`src/hw/rtl/grpu_pkg.sv`:
```
// shared constants and types for the gamma rgb565 pixel upscaler
package grpu_pkg;

    // gamma table geometry
    localparam int GAMMA_ENTRIES = 256;
    localparam int GAMMA_AW      = $clog2(GAMMA_ENTRIES);

    // stream widths
    localparam int S_TDATA_W = 56;
    localparam int M_TDATA_W = 32;

    // item kind carried in s_tuser
    localparam logic MODE_TABLE = 1'b0;
    localparam logic MODE_DRAW  = 1'b1;

    // canvas_mode register codes
    localparam logic [1:0] CANVAS_16 = 2'd0;
    localparam logic [1:0] CANVAS_32 = 2'd1;
    localparam logic [1:0] CANVAS_64 = 2'd2;

    // one decoded draw item handed from the front stage to the block emitter
    typedef struct packed {
        logic [5:0] base_x;
        logic [5:0] base_y;
        logic [1:0] scale_m1;
        logic [7:0] red;
        logic [7:0] green;
        logic [7:0] blue;
    } grpu_pix_t;

endpackage

```
`src/hw/rtl/grpu_emit.sv`:
```
// block emitter: packs rgb565 and walks the replicated block one panel pixel per cycle while m_tready is high
module grpu_emit import grpu_pkg::*; (
    input  logic                 aclk,
    input  logic                 aresetn,
    input  logic                 pix_valid,
    output logic                 pix_ready,
    input  grpu_pix_t            pix,
    output logic                 m_tvalid,
    input  logic                 m_tready,
    output logic [M_TDATA_W-1:0] m_tdata,
    output logic                 m_tlast
);

    logic        out_valid_reg, out_valid_next;
    logic [5:0]  x_reg, x_next;
    logic [5:0]  y_reg, y_next;
    logic [15:0] color_reg, color_next;
    logic        last_reg, last_next;
    logic [1:0]  dx_reg, dx_next;
    logic [1:0]  dy_reg, dy_next;
    logic [5:0]  base_y_reg, base_y_next;
    logic [1:0]  scale_m1_reg, scale_m1_next;
    logic        m_accept;
    logic        load;

    function automatic logic [15:0] pack565(input logic [7:0] r, input logic [7:0] g,
                                            input logic [7:0] b);
        return {r[7:3], g[7:2], b[7:3]};
    endfunction

    assign m_accept  = m_tvalid && m_tready;
    assign pix_ready = !out_valid_reg || (m_tready && last_reg);
    assign load      = pix_valid && pix_ready;

    // next block position: down the column, then on to the next column
    always_comb begin
        out_valid_next = out_valid_reg;
        x_next         = x_reg;
        y_next         = y_reg;
        color_next     = color_reg;
        last_next      = last_reg;
        dx_next        = dx_reg;
        dy_next        = dy_reg;
        base_y_next    = base_y_reg;
        scale_m1_next  = scale_m1_reg;
        if (load) begin
            out_valid_next = 1'b1;
            x_next         = pix.base_x;
            y_next         = pix.base_y;
            color_next     = pack565(pix.red, pix.green, pix.blue);
            last_next      = (pix.scale_m1 == 2'd0);
            dx_next        = 2'd0;
            dy_next        = 2'd0;
            base_y_next    = pix.base_y;
            scale_m1_next  = pix.scale_m1;
        end else if (m_accept) begin
            if (last_reg) begin
                out_valid_next = 1'b0;
            end else if (dy_reg == scale_m1_reg) begin
                dy_next = 2'd0;
                dx_next = dx_reg + 2'd1;
                x_next  = x_reg + 6'd1;
                y_next  = base_y_reg;
            end else begin
                dy_next = dy_reg + 2'd1;
                y_next  = y_reg + 6'd1;
            end
            last_next = (dx_next == scale_m1_reg) && (dy_next == scale_m1_reg);
        end
    end

    // output valid
    always_ff @(posedge aclk) begin
        if (!aresetn) begin
            out_valid_reg <= 1'b0;
        end else begin
            out_valid_reg <= out_valid_next;
        end
    end

    // output payload and walk counters
    always_ff @(posedge aclk) begin
        x_reg        <= x_next;
        y_reg        <= y_next;
        color_reg    <= color_next;
        last_reg     <= last_next;
        dx_reg       <= dx_next;
        dy_reg       <= dy_next;
        base_y_reg   <= base_y_next;
        scale_m1_reg <= scale_m1_next;
    end

    assign m_tvalid = out_valid_reg;
    assign m_tdata  = {4'b0000, color_reg, y_reg, x_reg};
    assign m_tlast  = last_reg;

endmodule
```
`config.mk`:
```
export PLATFORM = sky130hd
export DESIGN_NAME = grpu_emit
export DESIGN_NICKNAME = d
export VERILOG_FILES = /design/src/hw/rtl/grpu_pkg.sv /design/src/hw/rtl/grpu_emit.sv
export SDC_FILE = /design/constraint.sdc
export NUM_CORES = 1
export LEC_CHECK = 0
export ABC_AREA = 1
export BUFFER_PORTS_ARGS = -buffer_cell sky130_fd_sc_hd__buf_4
export CAP_MARGIN = 20
export CORE_ASPECT_RATIO = 1.1
export CORE_MARGIN = 10
export CORE_UTILIZATION = 45
export CTS_BUF_LIST = sky130_fd_sc_hd__clkbuf_4
export CTS_CLUSTER_DIAMETER = 80
export DETAILED_ROUTE_END_ITERATION = 8
export PLACE_DENSITY = 0.85
export SLEW_MARGIN = 30
export SYNTH_ARGS = -nofsm -noshare
export SYNTH_HDL_FRONTEND = slang
export SYNTH_SLANG_ARGS = --single-unit
```
`constraint.sdc`:
```
create_clock -name aclk -period 1.5 [get_ports aclk]
set_clock_uncertainty 0.15 [all_clocks]
set_input_delay 0.075 -clock aclk [delete_from_list [all_inputs] [get_ports aclk]]
set_output_delay 0.075 -clock aclk [all_outputs]
set_load 0.005 [all_outputs]
```
; After elaboration in Yosys (flattened, before gate mapping)
; Cells that the tools add are included.
[totals]
ff_bits = 42
output_inout_bits = 35
wordCells = 51
[op_classes]
add_sub_neg = 4
n_eq_ne = 4
mux = 21
n_reduce_logical = 13
[ops]
columns = op, n
row1 = $mux 6, 8
row2 = $mux 2, 8
row3 = $add 6x1->6 const B, 2
row4 = $eq 2x2->1, 3
row5 = $reduce_bool 2->1, 3
row6 = $mux 1, 5
row7 = $add 2x1->2 const B, 2
row8 = $logic_and 1x1->1, 4
row9 = $reduce_and 2->1, 2
row10 = $reduce_and 3->1, 1
row11 = $logic_not 2->1, 1
row12 = $ne 2x1->1 const B, 1
row13 = $logic_not 1->1, 1
row14 = $logic_or 1x1->1, 1

; Depth between registers and ports, before layout
[logic_depth]
depth_word = 9
depth_mapped = 9
mapped_depth_nobuf = 9

; Least setup slack after synthesis
; No wires, ideal clock.
[synth_path]
path_kind = reg2reg
startpoint = register last_reg (netlist: m_tlast)
endpoint = register y_reg[0] (enable)
setup_time_ps = 327
t_arrival_ps = 1121
t_required_ps = 1023
setup_slack_ps = -98
stages_incl_launch_ff = 6
path_buffers = 1
synth_period_minus_slack_ps = 1598
cell_sequence = edfxtp_1 nand2_1 nand2_2 nand2_4 buf_2 o21ai_0
[synth_via]
elab_chain_len = 5
[synth_rtl]
columns = item, line
row1 = start: declaration, grpu_emit.sv:18  ; logic last_reg, last_next;
row2 = start signal: assignment, grpu_emit.sv:86  ; last_reg <= last_next;
row3 = $logic_and 1x1->1 *, grpu_emit.sv:32  ; assign pix_ready = !out_valid_reg || (m_tready && last_reg);
row4 = $logic_or 1x1->1 *, grpu_emit.sv:32
row5 = via pix_ready, grpu_emit.sv:6  ; output logic pix_ready,
row6 = $logic_and 1x1->1 *, grpu_emit.sv:33  ; assign load = pix_valid && pix_ready;
row7 = $ne 2x1->1 (no line) / $reduce_bool 2->1 (equally long branches), --
row8 = $reduce_and 2->1 (no line) *, --
row9 = end signal: assignment, grpu_emit.sv:84  ; y_reg <= y_next;
row10 = end: declaration, grpu_emit.sv:16  ; logic [5:0] y_reg, y_next;
; Mark *: on every way through the listed nets, which the timed path passes. The rest lies on a longest branch.
; A chain may end at the register's enable or synchronous reset.

; Final worst setup path
[layout_path]
startpoint = register scale_m1_reg[1]
endpoint = register last_reg (netlist: m_tlast), data pin
[layout_via]
elab_chain_len = 9
[layout_rtl]
columns = item, line
row1 = start: declaration, grpu_emit.sv:22  ; logic [1:0] scale_m1_reg, scale_m1_next;
row2 = start signal: assignment, grpu_emit.sv:90  ; scale_m1_reg <= scale_m1_next;
row3 = $eq 2x2->1, grpu_emit.sv:59  ; end else if (dy_reg == scale_m1_reg) begin
row4 = $mux 2, grpu_emit.sv:59
row5 = $mux 2, grpu_emit.sv:57  ; if (last_reg) begin
row6 = $mux 2, grpu_emit.sv:56  ; end else if (m_accept) begin
row7 = $mux 2, grpu_emit.sv:46  ; if (load) begin
row8 = $eq 2x2->1, grpu_emit.sv:68  ; last_next = (dx_next == scale_m1_reg) && (dy_next == scale_m1_reg);
row9 = $logic_and 1x1->1 *, grpu_emit.sv:68
row10 = $mux 1 *, grpu_emit.sv:56
row11 = $mux 1 *, grpu_emit.sv:46
row12 = via last_next, grpu_emit.sv:18
; Mark *: on every way through the listed nets, which the timed path passes. The rest lies on a longest branch. The select of a mux whose other input is x is not followed.

==> run_results.csv <==
group,metric,value,unit
detailed_routing,vias,1797,
synth,postSynthCellCount,170,
synth,netlist_area,0.00188,mm2
synth,ys_types,29,
critical_path,cp-end-kind,"register",
synth,yosys_warnings,0,
synth,yosys_register_bits,42,
global_routing,overflow,0,
synth,ys_seq_area_share,64.4,%
floorplanning,initial_utilization,47.1,%
global_routing,grt_start_max_net_pins,17,
cells_and_area,layout.cells.non_filler,355,
sta,finalCritPeriodShare,112,%
synth,synth-edff-count,37,
synth,synthFlopType,"edfxtp_1",
critical_path,cp.required,1470,ps
sta,setup_viol,13,
placed_design,dp.cells,305,
placed_design,dp_hpwl,3820,um
floorplanning,core,0.00399,mm2
sta,rsz0062_at_grt,"true",
clock_tree,htreeDepth,2,
detailed_routing,viasPerCell,5.06,
clock_tree,clkLatencyLatePin,370,ps
detailed_routing,drcViolationCount,0,
critical_path,critical_path_arrival,1650,ps
critical_path,start_kind,"register",
power,pwr-share-comb,27.8,%
power,peakVddDrop,0.000765,V
synth,async_flop_share,0,%
sta,max_freq,0.594,GHz
detailed_routing,routedWlPerCell,18.2,um
synth,synthTopCellsByCount,"nand2_1 (45), edfxtp_1 (37), nand3_1 (12), o21ai_0 (12), inv_1 (10)",
power,power.switching,0.855,mW
floorplanning,ioPinCount,77,
clock_tree,cts_tree,"built",
power,intPower,2.27,mW
power,leakagePower,1.41,nW
run_status,violations,"negative setup slack",
synth,ys_top_cells_by_area,"edfxtp_1 (59%), nand2_1 (9.0%), dfxtp_1 (5.3%)",
cells_and_area,nFillCells,220,
sta,slew_viol_final,0,
synth,synth.largest_area_cell,"edfxtp_1",
power,clockPowerShare,24.7,%
cells_and_area,drive_above_1_share,47.5,%
cells_and_area,largest_reg_flops,16,
critical_path,worstPathMaxFanout,3,
cells_and_area,final_util,80.3,%
sta,holdWs,38.2,ps
detailed_routing,routed_wirelength,6480,um
clock_tree,numCtsBuffers,5,
synth,synth_top_area_share,59.1,%
global_routing,grt_pass1_wl,9050,um
worst_hold_path,hold_path_class,"in -> reg",
critical_path,worst-setup-path-type,"reg -> reg",
job,cap_viol_max_count,0,
sta,fin_crit,1680,ps
run_status,status,"complete, but fails checks",
cells_and_area,antenna_cells,0,
sta,hold_violations,0,
floorplanning,dieArea,0.00717,mm2
power,seq_power_share,47.6,%
cells_and_area,nets,346,
floorplanning,num_rows,24,
global_routing,antenna_found_initial,0,
detailed_routing,first_pass_iters,4,
clock_tree,cts_sinks,42,
clock_tree,root_buffer,"clkbuf_4",
power,powerDensity,973,mW/mm2
detailed_routing,drtIter0Drc,130,
placed_design,gp_congestion,0.903,
clock_tree,cts_buffer_depth,2,
floorplanning,die_height,87.8,um
power,p_sw_share,27.4,%
global_routing,grt_pass1_vias,1918,
detailed_routing,drtAntennaViolNets,0,
placed_design,portBuffers,64,
sta,layout_setup_ws,-183,ps
cells_and_area,area_growth,70.5,%
synth,avgSynthCellArea,11.1,um2
global_routing,track_usage,16.3,%
synth,yosysMostFrequentCell,"nand2_1",
floorplanning,die_w,81.6,um
placed_design,dp_slack,-93.0,ps
clock_tree,clk_pin_slew_worst_paths,120,ps
-- timing repair --
item,in CTS,in global routing
setup endpoints to repair,36,40
pin swaps,11,5
buffers inserted,7,5
gates resized for setup,22,32
hold buffers,32,0
endpoints found under the hold margin,38,0
-- metal layers --
layer	global-route usage, %	routed length (um)	up-vias
met4	6.81	189	0
met5	0	0	-
met3	4.71	419	15
li1	-	-	837
met1	14.9	2110	866
met2	32.1	3760	79
-- cell families (layout without fill, tap and decap cells) --
| group | count (synthesis) | in the layout | share of synthesized area (%) |
|---|---|---|---|
| AND/OR/NAND/NOR | 72 | 72 | 17.6 |
| flip-flops | 42 | 42 | 64.4 |
| AO/OA/AOI/OAI | 25 | 25 | 7.19 |
| buffers and inverters | 20 | 150 | 5.52 |
| XOR/XNOR | 8 | 8 | 3.73 |
| adder cells (fa/ha/maj) | 2 | 2 | 1.33 |
| other | 1 | 4 | 0.199 |
-- final cells by class --
class                           count  area, um2  area share (%)
Clock buffer                        7       52.6            1.64
Clock inverter                      1       30.0           0.936
Inverter                           12       50.0            1.56
Multi-Input combinational cell    111        682            21.3
Sequential cell                    42       1210            37.8
Tap cell                           52       65.1            2.03
Timing Repair Buffer              130       1110            34.8
-- per-stage QoR --
step                setup TNS (ps)  total power [mW]  cell area [um2]
finish                        -600              3.12             3210
global route                 -3070              3.25             3210
CTS                           -139              2.99             3090
detailed placement           -1750              2.13             2570
global placement              -517              2.11             2570
floorplan                        0              1.78             1900
-- critical path, cell delays in order (launching register included) --
cell      delay [ps]
edfxtp_1         480
inv_2            110
nand2_2           60
nand2_2           70
buf_6            110
nand4_1          160
nand2_2          130
nand2_1           50
nand2_1           50
o21bai_1          70
-- path summary, 6_finish.rpt --
kind	start	end	slack, ps	cells past startpoint
worst min register to register	dx_reg[1]	dx_reg[1]	360	2
worst min-delay path	pix_valid	dy_reg[0]	40	5
worst max-delay path	scale_m1_reg[1]	m_tlast	-180	9
worst max register to register	scale_m1_reg[1]	m_tlast	-180	9
-- power groups by stage --
stage	logic, mW	clock network, mW	registers, mW
global placement	0.616	0	1.49
detailed placement	0.636	0	1.50
floorplan	0.284	0	1.50
CTS	0.772	0.750	1.47
global route	0.936	0.818	1.49
finish	0.866	0.770	1.48
-- cells in the final DEF, fill, tap and decap left out, drive strengths merged --
cell type / instances
bufinv: 1
a31oi: 1
or2: 1
nand4: 1
and3: 1
buf: 98
nand3: 14
xor2: 5
inv: 12
dlygate4sd3: 32
nand2: 50
o21bai: 1
conb: 4
dfxtp: 5
edfxtp: 37
nor2: 4
ha: 2
clkbuf: 7
nor3: 1
o21ai: 18
a21boi: 1
a21oi: 4
xnor2: 3
No activity file was read; power rests on OpenSTA's default activity.
